<file path="src/hdl/otpt_pkg.sv">
// shared constants, types and helpers of the one-shot timer pool
`timescale 1ns / 1ps
`default_nettype none
package otpt_pkg;

   localparam int LONG_SLOTS  = 2;
   localparam int SHORT_SLOTS = 3;
   localparam int SHORT_WIDTH = 16;
   localparam int LONG_WIDTH  = 32;

   localparam int TOTAL_SLOTS = LONG_SLOTS + SHORT_SLOTS;
   localparam int SLOT_IDX_W  = (TOTAL_SLOTS > 1) ? $clog2(TOTAL_SLOTS) : 1;

   localparam int KIND_W = 3;
   localparam int ID_W   = 8;
   localparam int LEN_W  = 32;

   localparam logic [LEN_W-1:0] LONG_LIMIT  = LEN_W'((64'd1 << LONG_WIDTH) - 64'd1);
   localparam logic [LEN_W-1:0] SHORT_LIMIT = LEN_W'((64'd1 << SHORT_WIDTH) - 64'd1);

   // raw command codes on the request channel
   localparam logic [KIND_W-1:0] KIND_ACQUIRE = KIND_W'(0);
   localparam logic [KIND_W-1:0] KIND_RELEASE = KIND_W'(1);
   localparam logic [KIND_W-1:0] KIND_START   = KIND_W'(2);
   localparam logic [KIND_W-1:0] KIND_QUERY   = KIND_W'(3);
   localparam logic [KIND_W-1:0] KIND_TICK    = KIND_W'(4);

   localparam int QUEUE_DEPTH = 2;
   localparam int QPTR_W      = (QUEUE_DEPTH > 1) ? $clog2(QUEUE_DEPTH) : 1;
   localparam int QCNT_W      = $clog2(QUEUE_DEPTH + 1);

   typedef enum logic [2:0] {
      OP_ACQUIRE,
      OP_RELEASE,
      OP_START,
      OP_QUERY,
      OP_TICK
   } otpt_op_type;

   typedef struct packed {
      otpt_op_type      op;
      logic [ID_W-1:0]  owner_id;
      logic             timer_class;
      logic [LEN_W-1:0] pulse_length;
   } otpt_cmd_type;

   typedef enum logic {
      ST_IDLE,
      ST_EXPIRE
   } otpt_state_type;

   // long slots come first, short slots follow
   function automatic logic [LEN_W-1:0] slot_limit(input logic [SLOT_IDX_W-1:0] idx);
      logic [LEN_W-1:0] lim;
      lim = (int'(idx) < LONG_SLOTS) ? LONG_LIMIT : SHORT_LIMIT;
      return lim;
   endfunction

endpackage
`default_nettype wire

</file>
<file path="src/hdl/otpt_req_if.sv">
// request channel of the timer pool
`timescale 1ns / 1ps
`default_nettype none
interface otpt_req_if;
   import otpt_pkg::*;

   logic              valid;
   logic              ready;
   logic [KIND_W-1:0] kind;
   logic [ID_W-1:0]   owner_id;
   logic              timer_class;
   logic [LEN_W-1:0]  pulse_length;

   modport source (output valid, output kind, output owner_id, output timer_class,
                   output pulse_length, input ready);
   modport sink   (input valid, input kind, input owner_id, input timer_class,
                   input pulse_length, output ready);
endinterface
`default_nettype wire

</file>
<file path="src/hdl/otpt_rsp_if.sv">
// response channel of the timer pool
`timescale 1ns / 1ps
`default_nettype none
interface otpt_rsp_if;
   import otpt_pkg::*;

   logic             valid;
   logic             ready;
   logic             event_res;
   logic             accepted;
   logic [ID_W-1:0]  reply_id;
   logic [LEN_W-1:0] max_length;
   logic             last;

   modport source (output valid, output event_res, output accepted, output reply_id,
                   output max_length, output last, input ready);
   modport sink   (input valid, input event_res, input accepted, input reply_id,
                   input max_length, input last, output ready);
endinterface
`default_nettype wire

</file>
<file path="src/hdl/otpt_front.sv">
// front end: takes request words, decodes the command, drops unused codes
`timescale 1ns / 1ps
`default_nettype none
module otpt_front (
   otpt_req_if.sink              req,
   input  wire logic             queue_full,
   output logic                  push_valid,
   output otpt_pkg::otpt_cmd_type push_cmd
);
   import otpt_pkg::*;

   logic known;

   assign req.ready = !queue_full;

   always_comb begin
      known       = 1'b1;
      push_cmd.op = OP_TICK;
      unique case (req.kind)
         KIND_ACQUIRE: push_cmd.op = OP_ACQUIRE;
         KIND_RELEASE: push_cmd.op = OP_RELEASE;
         KIND_START:   push_cmd.op = OP_START;
         KIND_QUERY:   push_cmd.op = OP_QUERY;
         KIND_TICK:    push_cmd.op = OP_TICK;
         default:      known       = 1'b0;
      endcase
      push_cmd.owner_id     = req.owner_id;
      push_cmd.timer_class  = req.timer_class;
      push_cmd.pulse_length = req.pulse_length;
   end

   // unused codes are consumed with no effect
   assign push_valid = req.valid && req.ready && known;

endmodule
`default_nettype wire

</file>
<file path="src/hdl/otpt_queue.sv">
// short command queue between front end and engine
`timescale 1ns / 1ps
`default_nettype none
module otpt_queue (
   input  wire logic                   clock,
   input  wire logic                   reset,
   input  wire logic                   push_valid,
   input  wire otpt_pkg::otpt_cmd_type push_cmd,
   output logic                        full,
   input  wire logic                   pop,
   output logic                        empty,
   output otpt_pkg::otpt_cmd_type      head
);
   import otpt_pkg::*;

   otpt_cmd_type      mem_ff [QUEUE_DEPTH];
   logic [QPTR_W-1:0] wr_ptr_ff, wr_ptr_in;
   logic [QPTR_W-1:0] rd_ptr_ff, rd_ptr_in;
   logic [QCNT_W-1:0] count_ff, count_in;

   function automatic logic [QPTR_W-1:0] next_ptr(input logic [QPTR_W-1:0] p);
      logic [QPTR_W-1:0] n;
      n = (int'(p) == QUEUE_DEPTH - 1) ? '0 : p + QPTR_W'(1);
      return n;
   endfunction

   assign full  = (int'(count_ff) == QUEUE_DEPTH);
   assign empty = (count_ff == '0);
   assign head  = mem_ff[rd_ptr_ff];

   always_comb begin
      wr_ptr_in = push_valid ? next_ptr(wr_ptr_ff) : wr_ptr_ff;
      rd_ptr_in = pop ? next_ptr(rd_ptr_ff) : rd_ptr_ff;
      count_in  = count_ff;
      if (push_valid && !pop) begin
         count_in = count_ff + QCNT_W'(1);
      end else if (pop && !push_valid) begin
         count_in = count_ff - QCNT_W'(1);
      end
   end

   always_ff @(posedge clock) begin
      if (reset) begin
         wr_ptr_ff <= '0;
         rd_ptr_ff <= '0;
         count_ff  <= '0;
      end else begin
         wr_ptr_ff <= wr_ptr_in;
         rd_ptr_ff <= rd_ptr_in;
         count_ff  <= count_in;
      end
   end

   always_ff @(posedge clock) begin
      if (push_valid) begin
         mem_ff[wr_ptr_ff] <= push_cmd;
      end
   end

endmodule
`default_nettype wire

</file>
<file path="src/hdl/otpt_engine.sv">
// back end: slot table, command execution and expiry scan
`timescale 1ns / 1ps
`default_nettype none
module otpt_engine (
   input  wire logic                   clock,
   input  wire logic                   reset,
   input  wire logic                   empty,
   input  wire otpt_pkg::otpt_cmd_type head,
   output logic                        pop,
   otpt_rsp_if.source                  rsp
);
   import otpt_pkg::*;

   otpt_state_type         state_ff, state_in;
   logic [TOTAL_SLOTS-1:0] busy_ff, busy_in;
   logic [TOTAL_SLOTS-1:0] running_ff, running_in;
   logic [TOTAL_SLOTS-1:0] mask_ff, mask_in;
   logic [ID_W-1:0]        owner_ff [TOTAL_SLOTS];
   logic [ID_W-1:0]        owner_in [TOTAL_SLOTS];
   logic [LEN_W-1:0]       remain_ff [TOTAL_SLOTS];
   logic [LEN_W-1:0]       remain_in [TOTAL_SLOTS];

   logic             rsp_valid_ff, rsp_valid_in;
   logic             event_ff, event_in;
   logic             acc_ff, acc_in;
   logic [ID_W-1:0]  id_ff, id_in;
   logic [LEN_W-1:0] maxlen_ff, maxlen_in;
   logic             last_ff, last_in;

   logic                  hit, free_hit, out_free;
   logic [SLOT_IDX_W-1:0] hit_idx, free_idx, exp_idx;
   logic [TOTAL_SLOTS-1:0] exp_onehot, rest;

   // lowest busy slot owned by the head id
   always_comb begin
      hit     = 1'b0;
      hit_idx = '0;
      for (int i = TOTAL_SLOTS - 1; i >= 0; i--) begin
         if (busy_ff[i] && owner_ff[i] == head.owner_id) begin
            hit     = 1'b1;
            hit_idx = SLOT_IDX_W'(i);
         end
      end
   end

   // lowest free slot of the requested class
   always_comb begin
      free_hit = 1'b0;
      free_idx = '0;
      for (int i = TOTAL_SLOTS - 1; i >= 0; i--) begin
         if (!busy_ff[i] && ((i < LONG_SLOTS) == head.timer_class)) begin
            free_hit = 1'b1;
            free_idx = SLOT_IDX_W'(i);
         end
      end
   end

   // lowest pending expiry
   always_comb begin
      exp_idx    = '0;
      exp_onehot = '0;
      for (int i = TOTAL_SLOTS - 1; i >= 0; i--) begin
         if (mask_ff[i]) begin
            exp_idx    = SLOT_IDX_W'(i);
            exp_onehot = TOTAL_SLOTS'(1) << i;
         end
      end
      rest = mask_ff & ~exp_onehot;
   end

   assign out_free = !rsp_valid_ff || rsp.ready;

   always_comb begin
      state_in     = state_ff;
      busy_in      = busy_ff;
      running_in   = running_ff;
      mask_in      = mask_ff;
      owner_in     = owner_ff;
      remain_in    = remain_ff;
      pop          = 1'b0;
      rsp_valid_in = rsp_valid_ff && !rsp.ready;
      event_in     = event_ff;
      acc_in       = acc_ff;
      id_in        = id_ff;
      maxlen_in    = maxlen_ff;
      last_in      = last_ff;

      unique case (state_ff)
         ST_IDLE: begin
            if (!empty && out_free) begin
               pop       = 1'b1;
               event_in  = 1'b0;
               acc_in    = 1'b0;
               id_in     = head.owner_id;
               maxlen_in = '0;
               last_in   = 1'b1;
               unique case (head.op)
                  OP_ACQUIRE: begin
                     rsp_valid_in = 1'b1;
                     if (free_hit) begin
                        busy_in[free_idx]    = 1'b1;
                        owner_in[free_idx]   = head.owner_id;
                        running_in[free_idx] = 1'b0;
                        remain_in[free_idx]  = '0;
                        acc_in               = 1'b1;
                     end
                  end
                  OP_RELEASE: begin
                     rsp_valid_in = 1'b1;
                     if (hit) begin
                        busy_in[hit_idx]    = 1'b0;
                        owner_in[hit_idx]   = '0;
                        running_in[hit_idx] = 1'b0;
                        remain_in[hit_idx]  = '0;
                        acc_in              = 1'b1;
                     end
                  end
                  OP_START: begin
                     rsp_valid_in = 1'b1;
                     if (hit && head.pulse_length != '0
                         && head.pulse_length <= slot_limit(hit_idx)) begin
                        remain_in[hit_idx]  = head.pulse_length;
                        running_in[hit_idx] = 1'b1;
                        acc_in              = 1'b1;
                     end
                  end
                  OP_QUERY: begin
                     rsp_valid_in = 1'b1;
                     if (hit) begin
                        maxlen_in = slot_limit(hit_idx);
                        acc_in    = 1'b1;
                     end
                  end
                  OP_TICK: begin
                     // all running slots count down together, expiries are queued in a mask
                     for (int i = 0; i < TOTAL_SLOTS; i++) begin
                        mask_in[i] = 1'b0;
                        if (running_ff[i]) begin
                           remain_in[i] = remain_ff[i] - LEN_W'(1);
                           if (remain_ff[i] == LEN_W'(1)) begin
                              running_in[i] = 1'b0;
                              mask_in[i]    = 1'b1;
                           end
                        end
                     end
                     if (mask_in != '0) begin
                        state_in = ST_EXPIRE;
                     end
                  end
                  default: ;
               endcase
            end
         end
         ST_EXPIRE: begin
            if (out_free) begin
               rsp_valid_in = 1'b1;
               event_in     = 1'b1;
               acc_in       = 1'b1;
               id_in        = owner_ff[exp_idx];
               maxlen_in    = '0;
               last_in      = (rest == '0);
               mask_in      = rest;
               if (rest == '0) begin
                  state_in = ST_IDLE;
               end
            end
         end
         default: state_in = ST_IDLE;
      endcase
   end

   always_ff @(posedge clock) begin
      if (reset) begin
         state_ff     <= ST_IDLE;
         busy_ff      <= '0;
         running_ff   <= '0;
         mask_ff      <= '0;
         rsp_valid_ff <= 1'b0;
      end else begin
         state_ff     <= state_in;
         busy_ff      <= busy_in;
         running_ff   <= running_in;
         mask_ff      <= mask_in;
         rsp_valid_ff <= rsp_valid_in;
      end
   end

   always_ff @(posedge clock) begin
      owner_ff  <= owner_in;
      remain_ff <= remain_in;
      event_ff  <= event_in;
      acc_ff    <= acc_in;
      id_ff     <= id_in;
      maxlen_ff <= maxlen_in;
      last_ff   <= last_in;
   end

   assign rsp.valid      = rsp_valid_ff;
   assign rsp.event_res  = event_ff;
   assign rsp.accepted   = acc_ff;
   assign rsp.reply_id   = id_ff;
   assign rsp.max_length = maxlen_ff;
   assign rsp.last       = last_ff;

endmodule
`default_nettype wire

</file>
<file path="src/hdl/one_shot_pulse_timer_pool.sv">
// top level of the one-shot pulse timer pool
//
//   channel | direction | payload                                         | handshake
//   --------+-----------+-------------------------------------------------+------------
//   req     | in        | kind, owner_id, timer_class, pulse_length       | valid/ready
//   rsp     | out       | event_res, accepted, reply_id, max_length, last | valid/ready
//
// each command word but a tick yields one reply word; a tick yields one event word per
// expiring slot through the one-word output register and takes no command until done
// an accepted command is written to the queue, then read into the output register
// reset is synchronous and clears the slot flags, the queue and the output valid flag
// a stalled response holds the engine; the two-word queue keeps req open until it fills
`timescale 1ns / 1ps
`default_nettype none
module one_shot_pulse_timer_pool (
   input  wire logic  clock,
   input  wire logic  reset,
   otpt_req_if.sink   req,
   otpt_rsp_if.source rsp
);
   import otpt_pkg::*;

   // front to queue
   logic         push_valid;
   otpt_cmd_type push_cmd;
   logic         queue_full;

   // queue to engine
   logic         queue_empty;
   logic         queue_pop;
   otpt_cmd_type queue_head;

   // decode: unused codes are taken and dropped here
   otpt_front u_front (
      .req        (req),
      .queue_full (queue_full),
      .push_valid (push_valid),
      .push_cmd   (push_cmd)
   );

   // decouples request acceptance from a stalled or busy engine
   otpt_queue u_queue (
      .clock      (clock),
      .reset      (reset),
      .push_valid (push_valid),
      .push_cmd   (push_cmd),
      .full       (queue_full),
      .pop        (queue_pop),
      .empty      (queue_empty),
      .head       (queue_head)
   );

   // slot table, lookups, countdown and the expiry scan in slot order
   otpt_engine u_engine (
      .clock (clock),
      .reset (reset),
      .empty (queue_empty),
      .head  (queue_head),
      .pop   (queue_pop),
      .rsp   (rsp)
   );

endmodule
`default_nettype wire
</file>
<file path="src/flat_wrapper.sv">
// flat-port wrapper written by rule: the top's interface ports become plain ports
module one_shot_pulse_timer_pool_flat import otpt_pkg::*;
  (clock, reset, req_valid, req_kind, req_owner_id, req_timer_class, req_pulse_length, req_ready, rsp_valid, rsp_event_res, rsp_accepted, rsp_reply_id, rsp_max_length, rsp_last, rsp_ready);
  otpt_req_if req_i ();
  otpt_rsp_if rsp_i ();
  input  wire logic clock;
  input  wire logic reset;
  input wire logic [$bits(req_i.valid)-1:0] req_valid;
  input wire logic [$bits(req_i.kind)-1:0] req_kind;
  input wire logic [$bits(req_i.owner_id)-1:0] req_owner_id;
  input wire logic [$bits(req_i.timer_class)-1:0] req_timer_class;
  input wire logic [$bits(req_i.pulse_length)-1:0] req_pulse_length;
  output wire logic [$bits(req_i.ready)-1:0] req_ready;
  output wire logic [$bits(rsp_i.valid)-1:0] rsp_valid;
  output wire logic [$bits(rsp_i.event_res)-1:0] rsp_event_res;
  output wire logic [$bits(rsp_i.accepted)-1:0] rsp_accepted;
  output wire logic [$bits(rsp_i.reply_id)-1:0] rsp_reply_id;
  output wire logic [$bits(rsp_i.max_length)-1:0] rsp_max_length;
  output wire logic [$bits(rsp_i.last)-1:0] rsp_last;
  input wire logic [$bits(rsp_i.ready)-1:0] rsp_ready;
  assign req_i.valid = req_valid;
  assign req_i.kind = req_kind;
  assign req_i.owner_id = req_owner_id;
  assign req_i.timer_class = req_timer_class;
  assign req_i.pulse_length = req_pulse_length;
  assign req_ready = req_i.ready;
  assign rsp_valid = rsp_i.valid;
  assign rsp_event_res = rsp_i.event_res;
  assign rsp_accepted = rsp_i.accepted;
  assign rsp_reply_id = rsp_i.reply_id;
  assign rsp_max_length = rsp_i.max_length;
  assign rsp_last = rsp_i.last;
  assign rsp_i.ready = rsp_ready;
  one_shot_pulse_timer_pool u_core (.clock(clock), .reset(reset), .req(req_i), .rsp(rsp_i));
endmodule
</file>
<file path="config.mk">
export PLATFORM = sky130hd
export DESIGN_NAME = one_shot_pulse_timer_pool_flat
export DESIGN_NICKNAME = d
export VERILOG_FILES = /design/src/hdl/otpt_pkg.sv /design/src/hdl/otpt_req_if.sv /design/src/hdl/otpt_rsp_if.sv /design/src/hdl/otpt_front.sv /design/src/hdl/otpt_queue.sv /design/src/hdl/otpt_engine.sv /design/src/hdl/one_shot_pulse_timer_pool.sv /design/src/flat_wrapper.sv
export SDC_FILE = /design/constraint.sdc
export NUM_CORES = 1
export LEC_CHECK = 0
export BUFFER_PORTS_ARGS = -buffer_cell sky130_fd_sc_hd__buf_2
export CORE_ASPECT_RATIO = 0.8
export CORE_MARGIN = 10
export CORE_UTILIZATION = 25
export DETAILED_ROUTE_END_ITERATION = 10
export SLEW_MARGIN = 30
export SYNTH_ARGS = -nofsm -noshare
export SYNTH_HDL_FRONTEND = slang
export SYNTH_SLANG_ARGS = --single-unit
</file>
<file path="constraint.sdc">
create_clock -name clock -period 6.1 [get_ports clock]
set_clock_uncertainty 0.2 [all_clocks]
set_input_delay 1.22 -clock clock [delete_from_list [all_inputs] [get_ports clock]]
set_output_delay 1.22 -clock clock [all_outputs]
set_load 0.01 [all_outputs]
</file>
After elaboration in Yosys (flattened, before gate mapping)
Memory sizes are Yosys's and may differ from the RTL's. A register that Yosys moved wholly into a read port is not among the register bits.
Cells that the tools add are included.
{"block": "word_totals", "regBits": 264, "mem_bits_rw": 88, "inputBits": 48, "output_inout_bits": 45, "wordCells": 297, "mem_count": 1}
{"name": "u_core.u_queue.mem_ff", "depth": 2, "width": 44, "rd": 1, "rd_clocked_by_memory_dff": 1, "write_ports": 1, "line_no": "otpt_queue.sv:16", "text": "otpt_cmd_type mem_ff [QUEUE_DEPTH];"}
{"block": "op_classes", "addsub": 9, "magnitude_cmp": 11, "eq_ne": 30, "n_mux": 148, "n_bitwise": 20, "reduce_logical": 55}
{"op": "$pmux 160 s4", "n": 1}
{"op": "$mux 160", "n": 3}
{"op": "$mux 32", "n": 12}
{"op": "$and 160x160->160", "n": 2}
{"op": "$not 160->160", "n": 2}
{"op": "$demux 32 s3", "n": 2}
{"op": "$bwmux 160", "n": 1}
{"op": "$eq 32x1->1 const B", "n": 5}
{"op": "$sub 32x1->32 const B", "n": 5}
{"op": "$mux 40", "n": 2}
{"op": "$pmux 40 s2", "n": 1}
{"op": "$mux 1", "n": 72}
{"op": "$mux 5", "n": 13}
{"op": "$pmux 32 s2", "n": 1}
{"op": "$demux 8 s3", "n": 2}
{"op": "$mux 8", "n": 6}
{"op": "$mux 3", "n": 15}
{"op": "$and 40x40->40", "n": 1}
{"op": "$bwmux 40", "n": 1}
{"op": "$eq 8x8->1", "n": 5}
{"op": "$not 40->40", "n": 1}
{"op": "$reduce_and 7->1", "n": 5}
{"op": "$le 32x32->1", "n": 1}
{"op": "$reduce_bool 32->1", "n": 1}
{"op": "44 further kinds", "n": 113}

Depth between registers and ports, before layout
Gate-level depths: netlist (run 1).
{"block": "depth", "ltp_word": 16, "mapped_depth": 19, "depth_no_buf": 16}

Hierarchy
From an unflattened synthesis (run 1), not the netlist that was laid out.
{"block": "hier_totals", "hier_cells": 2020, "hier_area_um2": 19631.3}
{"mod": "otpt_engine", "instances": 1, "cells_per_inst": 1814, "area_each_um2": 15906.5, "seq_area_each_um2": 6736.5}
{"mod": "otpt_queue", "instances": 1, "cells_per_inst": 159, "area_each_um2": 3380.7, "seq_area_each_um2": 2742.6}
{"mod": "otpt_front", "instances": 1, "cells_per_inst": 47, "area_each_um2": 344.1, "seq_area_each_um2": 0.0}

Least setup slack after synthesis (run 1)
Ideal clock, no wire load.
{"block": "synth_path", "path_type": "register to register", "from": "register with a tool-made name", "to": "register u_core.u_engine.remain_ff[128] in the netlist's numbering, enable pin", "setup_ps": 432, "t_arrival_ps": 5748, "t_required_ps": 5468, "path_slack_ps": -280, "path_stages_with_launch": 19, "path_buffers": 3, "period_less_slack_ps": 6380, "path_cell_list": "dfxtp_1 buf_6 buf_8 mux2i_1 buf_4 xnor2_1 nor3_1 nand3_1 nand3_1 nor2b_1 ha_1 a21oi_1 nand2_1 a21oi_1 nand2_1 a211o_1 a32o_1 a221o_1 a21oi_1"}
{"item": "to (signal assigned)", "line_no": "otpt_engine.sv:190", "text": "remain_ff <= remain_in;"}
{"item": "to (decl)", "line_no": "otpt_engine.sv:20", "text": "logic [LEN_W-1:0] remain_ff [TOTAL_SLOTS];"}

==> flow_metrics.py, run 1 <==
metrics = {
    "outcome": {
        "status": "completed",
    },
    "logic_synthesis": {
        "synth_adder_area_share_pct": 1.816,
        "synth_top_family_by_area": "simple AND/OR/NAND/NOR gates",
        "synth.most_common_cell": "edfxtp_1",
        "synthesis.area_per_instance_um2": 9.789,
        "yosysUniqueCellTypes": 78,
        "synth_cells": 1957,
        "synth_top_cell_area_share_pct": 47.18,
        "synth_edf_count": 301,
        "yosys_warnings": 0,
        "synthArstFlopShare_pct": 0,
        "synth_ff_type": "edfxtp_1",
        "muxShareOfSynthArea_pct": 4.696,
        "ys_ff_latch": 323,
        "netlist_area_um2": 19160,
        "synth_area_leader_cell": "edfxtp_1",
        "synth_xor_xnor_area_share_pct": 2.926,
        "synth.area.top_cells": "edfxtp_1, o21ai_0, nor2_1, nand2_1, a21oi_1",
        "synth-compound-area-share_pct": 18.17,
        "synth-seq-area-share_pct": 49.48,
        "synth_commonest_cells": "edfxtp_1, nor2_1, nand2_1, o21ai_0, a21oi_1",
        "synth_fp_nets": 2032,
        "synth-simple-area-share_pct": 18.83,
    },
    "die": {
        "die_w_um": 329.5,
        "row_count": 90,
        "die_y_um": 267.6,
        "dieArea_um2": 88170,
        "io_pins": 93,
        "fp.coreArea_um2": 75670,
        "initial_core_util_pct": 25.32,
    },
    "clocking": {
        "tritoncts": "done",
        "clock_path_buffers": 3,
        "post_cts_buffers": 0,
        "cts_buffers": 38,
        "clock-sinks": 323,
        "cts-root-buf": "clkbuf_16",
        "cts.reportedPaths.clkPinSlew_ns": 0.06,
        "clock_latency_ns": 0.56,
        "cts_max_level": 2,
    },
    "detailed_routing": {
        "antenna_left": 0,
        "drc_errors": 0,
        "drt_wl_total_mm": 63.87,
        "first_pass_iters": 5,
        "viasPerCell": 5.408,
        "wl_per_cell_um": 20.84,
        "vias": 16575,
        "drt_iter0_drc": 2144,
    },
    "sta": {
        "hold_viol_final": 0,
        "maxSlewViolCount": 0,
        "max_slew_margin_pct": 23.63,
        "final-setup-viol-count": 0,
        "maxClockFrequency_mhz": 176.1,
        "layout_setup_ws_ns": 0.4201,
        "period_needed_ns": 5.680,
        "worst_pin_slew_ns": 1.141,
        "rsz0062_at_grt": "false",
        "fin_crit_sh_pct": 93.11,
    },
    "run": {
        "maxCapViolCount": 0,
    },
    "placement": {
        "post-place-ws_ns": 0.4778,
        "gp_congestion": 0.9082,
        "dpl.cell_count": 2995,
        "dpl-instance-area_um2": 20750,
        "io_buffers": 92,
        "dp_hpwl_mm": 45.11,
    },
    "finish": {
        "nFillCells": 7957,
        "syn_to_final_growth_pct": 15.03,
        "final_cell_area_um2": 22040,
        "diodes": 0,
        "layout.cells.non_filler": 3065,
        "drive_above_1_share_pct": 13.05,
        "nets": 2098,
    },
    "worst_setup_path": {
        "rrSetupSlack_ns": 0.42,
        "rr_worst_depth": 15,
        "path_class": "reg2reg",
        "cp_top_family": "simple AND/OR/NAND/NOR gates",
        "critPathMaxStageDelay_ns": 0.56,
        "timing.rr.end": "u_core.u_engine.remain_ff[33]$_DFFE_PP_",
        "cp_slowest_cell": "mux2i_4",
        "crit_buf_inv": 2,
        "startpoint_type": "flop",
        "end_kind": "flop",
        "worstPathCellList": "mux2i_4 > xnor2_1 > nor4_1 > nand3_2 > nand2_1 > nor2b_1 > buf_4 > ha_1 > nand4_1 > nor4_1 > nand4_1 > a32o_1 > a221o_1 > a21oi_4 > buf_4",
        "cp_max_fo": 32,
        "worstPathArrival_ns": 5.67,
        "worstPathRequired_ns": 6.09,
    },
    "global_routing": {
        "grt_pass1_wl_mm": 96.58,
        "antenna_found_initial": 3,
        "grt_overflow": 0,
        "grtUsageTotal_pct": 13.94,
        "grt_pass1_vias": 15101,
        "grt_max_degree": 110,
    },
    "worst_hold_path": {
        "hold_start": "u_core.u_engine.running_ff[3]$_SDFFE_PP0P_",
        "whs_path_depth": 1,
        "hold_class": "reg2reg",
        "min_to": "u_core.u_engine.running_ff[3]$_SDFFE_PP0P_",
    },
    "power": {
        "p_per_area_nw_per_um2": 379.0,
        "ir_worst_vdd_mv": 0.2758,
        "p_leak_nw": 7.200,
    },
}
-- through the flow --
| step | TNS (ns) | power, W | util, % | hold WS, ns |
|---|---|---|---|---|
| detailed placement | 0 | 0.005983 | 27.42 | 0.2553 |
| finish | 0 | 0.008351 | 29.12 | 0.2707 |
| global route | 0 | 0.008727 | 29.12 | 0.3021 |
| global placement | 0 | 0.005956 | 27.40 | 0.2511 |
| floorplan | -22.86 | 0.005063 | - | 0.2404 |
| CTS | 0 | 0.008314 | 29.08 | 0.2678 |
-- logic make-up after synthesis --
kind of cell,after synthesis
xor+xnor,64
buf+inv,160
simple gates,760
mux,72
compound gates,550
flops,323
fa+ha+maj,28
-- cells in the final DEF (no fill, tap or decap), types with 48 or more instances in the layout --
cell,Yosys,final
a21oi_1,122,120
buf_2,15,92
buf_4,36,48
edfxtp_1,301,301
nand2_1,208,207
nand3_1,55,54
nor2_1,226,218
nor3_1,80,79
nor4_1,49,48
o21ai_0,189,189
xnor2_1,51,51
-- cell type report --
cell class | count | area [um^2] | share of cell area, %
flip-flops and latches | 323 | 9483 | 43.03
multi-input cells | 1474 | 9000 | 40.84
well taps | 1012 | 1266 | 5.746
clock buffers | 43 | 991.0 | 4.497
repair buffers | 142 | 860.8 | 3.906
clock inverters | 27 | 270.3 | 1.226
inverters | 44 | 165.2 | 0.7495
-- power breakdown --
group          leakage (nW)  internal [W]  switching, W
clock                 0.605       0.00135      0.000989
combinational          3.65      0.000935       0.00186
sequential             2.95       0.00294      0.000280
-- timing repair --
item / CTS / global route
hold buffers: 0 / 0
setup endpoints to repair: 0 / 87
gates resized for setup: 0 / 2
-- registers in the layout (all words and copies together), names as in the netlist, 5 cells and up, named ones only --
name,count
u_core.u_engine.remain_ff,160
u_core.u_queue.mem_ff,88
u_core.u_engine.owner_ff,40
u_core.u_engine.rsp.reply_id,8
u_core.u_engine.busy_ff,5
u_core.u_engine.mask_ff,5
u_core.u_engine.running_ff,5
-- layer usage --
| metal | track usage [%] | share of wire (%) |
|---|---|---|
| met1 | 20.65 | 46 |
| met3 | 3.088 | 10 |
| met5 | 0 | 0.020 |
| met4 | 3.930 | 2.6 |
| met2 | 19.85 | 42 |
-- worst max-delay path by stage --
stage,to,slack (ns),depth (start not counted)
floorplan,u_core.u_engine.remain_ff[128]$_DFFE_PP_,-0.28,18
global placement,u_core.u_engine.remain_ff[131]$_DFFE_PP_,0.57,17
detailed placement,u_core.u_engine.remain_ff[133]$_DFFE_PP_,0.48,15
CTS,u_core.u_engine.remain_ff[136]$_DFFE_PP_,0.44,15
global route,u_core.u_engine.remain_ff[130]$_DFFE_PP_,0.11,17
finish,u_core.u_engine.remain_ff[33]$_DFFE_PP_,0.42,15
Note: power is estimated with default switching activity, not from simulation.
==> run 2, diff against run 1 <==
- CTS_BUF_LIST: default -> sky130_fd_sc_hd__clkbuf_4
==> run 2 against run 1 <==
Global-route usage is 0.19 points higher. Final cell count grew 3.2%. Combinational power about the same. Worst hold slack better by 0.0038 ns. Sequential share of layout area grew 0.17 points. Register-to-register slack hardly changed. Design area fell by 0.39%. Routed wire length grew 0.94%. Critical endpoint is now u_core.u_engine.remain_ff[131]$_DFFE_PP_.
==> flow_metrics.py, run 2 (synthesized netlist as in run 1, its figures left out) <==
metrics = {
    "global_routing": {
        "grt_max_degree": 110,
        "grt_pass1_vias": 15427,
        "grt_pass1_wl_mm": 97.14,
        "grt_overflow": 0,
        "grtUsageTotal_pct": 14.13,
        "antenna_found_initial": 5,
    },
    "clocking": {
        "clock_path_buffers": 3,
        "cts-root-buf": "clkbuf_4",
        "post_cts_buffers": 0,
        "tritoncts": "done",
        "cts_buffers": 89,
        "clock-sinks": 323,
        "cts.reportedPaths.clkPinSlew_ns": 0.07,
        "clock_latency_ns": 0.86,
        "cts_max_level": 3,
    },
    "sta": {
        "period_needed_ns": 5.691,
        "final-setup-viol-count": 0,
        "max_slew_margin_pct": 25.69,
        "layout_setup_ws_ns": 0.4088,
        "tns_ns": 0,
        "worst_pin_slew_ns": 1.111,
        "fin_crit_sh_pct": 93.30,
        "rsz0062_at_grt": "false",
        "maxClockFrequency_mhz": 175.7,
        "maxSlewViolCount": 0,
        "hold_viol_final": 0,
    },
    "worst_setup_path": {
        "cp_max_fo": 32,
        "worstPathArrival_ns": 5.94,
        "timing.rr.end": "u_core.u_engine.remain_ff[131]$_DFFE_PP_",
        "rr_worst_depth": 15,
        "startpoint_type": "flop",
        "rrSetupSlack_ns": 0.41,
        "path_class": "reg2reg",
        "worstPathRequired_ns": 6.35,
        "end_kind": "flop",
    },
    "finish": {
        "mostFrequentLayoutCells": "edfxtp_1, nor2_1, nand2_1",
        "ff_latch_area_um2": 9483,
        "syn_to_final_growth_pct": 14.58,
        "drive_above_1_share_pct": 16.53,
        "largestRegisters": "u_core.u_engine.remain_ff (160), u_core.u_queue.mem_ff (88), u_core.u_engine.owner_ff (40)",
        "multi_input_area_um2": 8991,
        "largest-register": "u_core.u_engine.remain_ff",
        "nets": 2149,
        "layout_commonest_cell": "edfxtp_1",
        "nFillCells": 8024,
        "largest_register_ffs": 160,
    },
    "placement": {
        "gp_congestion": 0.9082,
        "post-place-ws_ns": 0.4778,
        "dp_hpwl_mm": 45.11,
        "io_buffers": 92,
    },
    "detailed_routing": {
        "wl_per_cell_um": 20.38,
        "drt_wl_total_mm": 64.47,
        "viasPerCell": 5.334,
        "first_pass_iters": 5,
        "antenna_left": 0,
        "vias": 16878,
        "drt_iter0_drc": 2117,
        "drc_errors": 0,
    },
    "die": {
        "fp.coreArea_um2": 75670,
        "initial_core_util_pct": 25.32,
        "die_w_um": 329.5,
        "die_y_um": 267.6,
        "row_count": 90,
        "dieArea_um2": 88170,
        "io_pins": 93,
    },
    "power": {
        "p_leak_nw": 7.295,
        "ir_worst_vdd_mv": 0.2072,
        "p_per_area_nw_per_um2": 368.1,
    },
    "worst_hold_path": {
        "hold_start": "u_core.u_engine.running_ff[3]$_SDFFE_PP0P_",
        "whs_path_depth": 1,
        "min_to": "u_core.u_engine.running_ff[3]$_SDFFE_PP0P_",
        "hold_class": "reg2reg",
    },
    "run": {
        "maxCapViolCount": 0,
    },
    "outcome": {
        "status": "completed",
    },
}
==> run 2: changes by cell type in the layout (fill, tap and decap cells not counted), sizes merged <==
cell and delta:
clkbuf +96, diode +5, inv +4, bufinv -3, clkinvlp -3
==> run 2: timing repair <==
action,in CTS,in global routing
setup endpoints to repair,0,35
resized for setup,0,1
hold buffers,0,0
==> run 2: how the worst max path moves through the flow <==
| stage | start | to | slack, ns | cells past startpoint |
|---|---|---|---|---|
| floorplan | flop | u_core.u_engine.remain_ff[128]$_DFFE_PP_ | -0.28 | 18 |
| CTS | flop | u_core.u_engine.remain_ff[44]$_DFFE_PP_ | 0.46 | 15 |
| detailed placement | flop | u_core.u_engine.remain_ff[133]$_DFFE_PP_ | 0.48 | 15 |
| finish | flop | u_core.u_engine.remain_ff[131]$_DFFE_PP_ | 0.41 | 15 |
| global route | flop | u_core.u_engine.remain_ff[129]$_DFFE_PP_ | 0.01 | 17 |
| global placement | flop | u_core.u_engine.remain_ff[131]$_DFFE_PP_ | 0.57 | 17 |
==> run 2: worst max-delay path: stages (launching register included) <==
cell     delay, ns
dfxtp_4       0.51
mux2i_4       0.57
xnor2_1       0.17
nor4_1        0.47
nand3_2       0.30
nand2_1       0.32
nor2b_1       0.08
buf_4         0.21
ha_1          0.34
nand4_1       0.16
nor4_1        0.42
nand4_1       0.13
a32o_1        0.28
a221o_1       0.53
a21oi_4       0.19
buf_4         0.43
==> run 2: metrics by stage <==
| step | total power, W | hold WS (ns) | instance area, um^2 | utilization [%] | cells |
|---|---|---|---|---|---|
| 6_report | 0.008081 | 0.2744 | 21950 | 29.01 | 3164 |
| 3_3_place_gp | 0.005956 | 0.2511 | 20740 | 27.40 | 2995 |
| 3_5_place_dp | 0.005983 | 0.2553 | 20750 | 27.42 | 2995 |
| 4_1_cts | 0.008059 | 0.2708 | 21920 | 28.96 | 3159 |
| 2_1_floorplan | 0.005063 | 0.2404 | 19160 | - | 1957 |
| 5_1_grt | 0.008506 | 0.2709 | 21950 | 29.00 | 3163 |
==> run 2: power by group <==
part / internal, W / switching (W)
Combinational: 0.000933 / 0.00185
Sequential: 0.00294 / 0.000279
Clock: 0.00108 / 0.000997
==> run 2: metal layers <==
metal  track usage, %  vias up  routed length (um)
met3            3.811      122                6735
met5                0        -                  13
met1            20.48     8136               29380
met4            4.465        2                1579
li1                 -     7724                   -
met2            19.93      894               26760
==> run 2: area by class of cell <==
| cell class | count | share of cell area [%] |
|---|---|---|
| clock buffers | 139 | 4.754 |
| clock inverters | 25 | 0.5871 |
| repair buffers | 142 | 3.922 |
| inverters | 44 | 0.7524 |
| diodes | 5 | 0.05700 |
| flip-flops and latches | 323 | 43.20 |
| well taps | 1012 | 5.768 |
| multi-input cells | 1474 | 40.96 |
==> run 3, diff against run 2 <==
--- a/config.mk
+++ b/config.mk
@@ -7,7 +7,6 @@
 export LEC_CHECK = 0
 export BUFFER_PORTS_ARGS = -buffer_cell sky130_fd_sc_hd__buf_2
-export CORE_ASPECT_RATIO = 0.8
 export CORE_MARGIN = 10
-export CORE_UTILIZATION = 25
+export CORE_UTILIZATION = 38
 export CTS_BUF_LIST = sky130_fd_sc_hd__clkbuf_4
 export DETAILED_ROUTE_END_ITERATION = 10
--- a/constraint.sdc
+++ b/constraint.sdc
@@ -3,3 +3,3 @@
 set_input_delay 1.22 -clock clock [delete_from_list [all_inputs] [get_ports clock]]
 set_output_delay 1.22 -clock clock [all_outputs]
-set_load 0.01 [all_outputs]
+set_load 0.005 [all_outputs]
==> run 3 against run 2 <==
Utilization is 14 points higher. Worst setup slack got worse by 0.046 ns. Non-clock buffer count did not move. Clock power about the same. Critical path depth stayed put. Flip-flop and latch count did not move. Power decreased by 0.86%. Highest routed layer is now met4. Via count fell by 0.21%. Global-route usage is 6.6 points higher. Count of clock-buffer cells in the layout is the same.
==> flow_metrics.py, run 3 (synthesized netlist as in run 1, its figures left out) <==
metrics = {
    "global_routing": {
        "grt_pass1_wl_mm": 96.61,
        "grt_overflow": 0,
        "antenna_found_initial": 6,
        "grt_pass1_vias": 15890,
        "grt_max_degree": 86,
        "grtUsageTotal_pct": 20.73,
    },
    "detailed_routing": {
        "vias": 16842,
        "wl_per_cell_um": 22.50,
        "viasPerCell": 5.958,
        "drc_errors": 0,
        "first_pass_iters": 6,
        "antenna_left": 0,
        "drt_wl_total_mm": 63.61,
        "drt_iter0_drc": 1979,
    },
    "clocking": {
        "tritoncts": "done",
        "cts.reportedPaths.clkPinSlew_ns": 0.06,
        "clock_path_buffers": 3,
        "cts_max_level": 3,
        "clock-sinks": 323,
        "post_cts_buffers": 0,
        "cts_buffers": 93,
        "cts_hold_buf": 0,
        "cts-root-buf": "clkbuf_4",
        "clock_latency_ns": 0.85,
    },
    "power": {
        "swShare_pct": 37.98,
        "p_per_area_nw_per_um2": 371.7,
        "power_w": 0.008011,
        "pwr-share-clk_pct": 25.8,
        "p_sw_w": 0.003043,
        "p_leak_nw": 7.312,
        "ir_worst_vdd_mv": 0.1913,
        "intPower_w": 0.004968,
        "p_seq_share_pct": 40.2,
        "power_frac_comb_pct": 34.0,
    },
    "worst_setup_path": {
        "cp_slowest_cell": "mux2i_4",
        "rr_worst_depth": 15,
        "critPathMaxStageDelay_ns": 0.54,
        "path_class": "reg2reg",
        "startpoint_type": "flop",
        "cp_max_fo": 32,
        "worstPathCellList": "mux2i_4 > xnor2_1 > nor4_2 > nand3_1 > nand3_1 > nor2b_1 > buf_4 > ha_1 > nand4_1 > nor4_1 > nand4_1 > a32o_1 > a221o_1 > a21oi_4 > buf_4",
        "end_kind": "flop",
        "worstPathRequired_ns": 6.37,
        "worstPathArrival_ns": 6.01,
    },
    "die": {
        "row_count": 82,
        "io_pins": 93,
        "initial_core_util_pct": 38.34,
        "dieArea_um2": 59790,
        "die_w_um": 244.5,
        "die_y_um": 244.5,
        "fp.coreArea_um2": 49970,
    },
    "placement": {
        "io_buffers": 92,
        "dpl.cell_count": 2654,
        "gp_congestion": 0.9036,
        "post-place-ws_ns": 0.2348,
        "dpl-instance-area_um2": 20290,
        "dp_hpwl_mm": 44.53,
    },
    "finish": {
        "multi_input_area_um2": 8996,
        "layout.cells.non_filler": 2827,
        "nets": 2153,
        "syn_to_final_growth_pct": 12.52,
        "ff_latch_area_um2": 9483,
        "final_cell_area_um2": 21560,
        "largestRegisters": "u_core.u_engine.remain_ff (160), u_core.u_queue.mem_ff (88), u_core.u_engine.owner_ff (40)",
        "layout_commonest_cell": "edfxtp_1",
        "largest-register": "u_core.u_engine.remain_ff",
        "mostFrequentLayoutCells": "edfxtp_1, nor2_1, nand2_1",
        "largest_register_ffs": 160,
        "drive_above_1_share_pct": 16.43,
        "nFillCells": 4832,
    },
    "sta": {
        "final-setup-viol-count": 0,
        "hold_viol_final": 0,
        "layout_setup_ws_ns": 0.3627,
        "period_needed_ns": 5.737,
        "rsz0062_at_grt": "false",
        "worst_pin_slew_ns": 1.019,
        "maxSlewViolCount": 0,
        "fin_crit_sh_pct": 94.05,
        "maxClockFrequency_mhz": 174.3,
        "max_slew_margin_pct": 32.07,
    },
    "worst_hold_path": {
        "whs_path_depth": 1,
        "hold_class": "reg2reg",
    },
    "outcome": {
        "status": "completed",
    },
    "run": {
        "maxCapViolCount": 0,
    },
}
-- run 3: cell types whose count changed in the layout (fill, tap and decap cells not counted), sizes merged --
cell / previous run / this run
clkinvlp: 2 / 1
clkinv: 18 / 29
inv: 48 / 45
diode: 5 / 1
-- run 3: power groups by stage --
stage | logic (W) | clock network (W) | registers (W)
2_1_floorplan | 0.00183 | 0 | 0.00318
3_3_place_gp | 0.00263 | 0 | 0.00324
3_5_place_dp | 0.00268 | 0 | 0.00326
4_1_cts | 0.00268 | 0.00213 | 0.00321
5_1_grt | 0.00296 | 0.00225 | 0.00327
6_report | 0.00272 | 0.00207 | 0.00322
-- run 3: worst paths after layout --
path / startpoint / slack (ns) / endpoint
worst max-delay path: flop / 0.36 / u_core.u_engine.remain_ff[157]$_DFFE_PP_
worst min-delay path: u_core.u_engine.running_ff[3]$_SDFFE_PP0P_ / 0.27 / u_core.u_engine.running_ff[3]$_SDFFE_PP0P_
worst max register to register: flop / 0.36 / u_core.u_engine.remain_ff[157]$_DFFE_PP_
worst min register to register: u_core.u_engine.running_ff[3]$_SDFFE_PP0P_ / 0.27 / u_core.u_engine.running_ff[3]$_SDFFE_PP0P_
-- run 3: per-stage QoR --
stage | setup TNS, ns | hold WS (ns) | utilization, %
detailed placement | 0 | 0.2582 | 40.61
global placement | 0 | 0.2469 | 40.60
global route | 0 | 0.2801 | 43.14
floorplan | -22.86 | 0.2404 | -
CTS | 0 | 0.2733 | 43.02
finish | 0 | 0.2725 | 43.14
-- run 3: per-layer routing --
metal | vias up | routed length (um) | GRT usage [%] | part of all wire (%)
met3 | 130 | 6109 | 4.360 | 9.6
met2 | 863 | 28100 | 31.27 | 44
met5 | - | 0 | 0 | 0
met1 | 8132 | 27170 | 28.26 | 43
li1 | 7717 | - | - | -
met4 | 0 | 2229 | 9.078 | 3.5
-- run 3: layout make-up --
type	count	area share (%)
timing repair buffer	142	4.028
clock buffer	139	4.841
tap	672	3.901
multi-input combinational	1474	41.73
clock inverter	32	0.7256
sequential	323	43.99
antenna	1	0.01161
inverter	44	0.7662
-- run 3: critical path: cells and delay by family (launching register included) --
kind	cells	cell delay, ns
AOI/OAI and AO/OA	3	1.05
xor gates and xnor gates	1	0.18
adders and majority gates	1	0.21
buffers and inverters	2	0.71
DFF	1	0.52
muxes	1	0.54
and+or+nand+nor	7	1.96
-- run 3: timing repair --
action / CTS / global route
hold endpoints to repair: 0 / 0
endpoints found under the setup margin: 0 / 160
resized for setup: 0 / 3
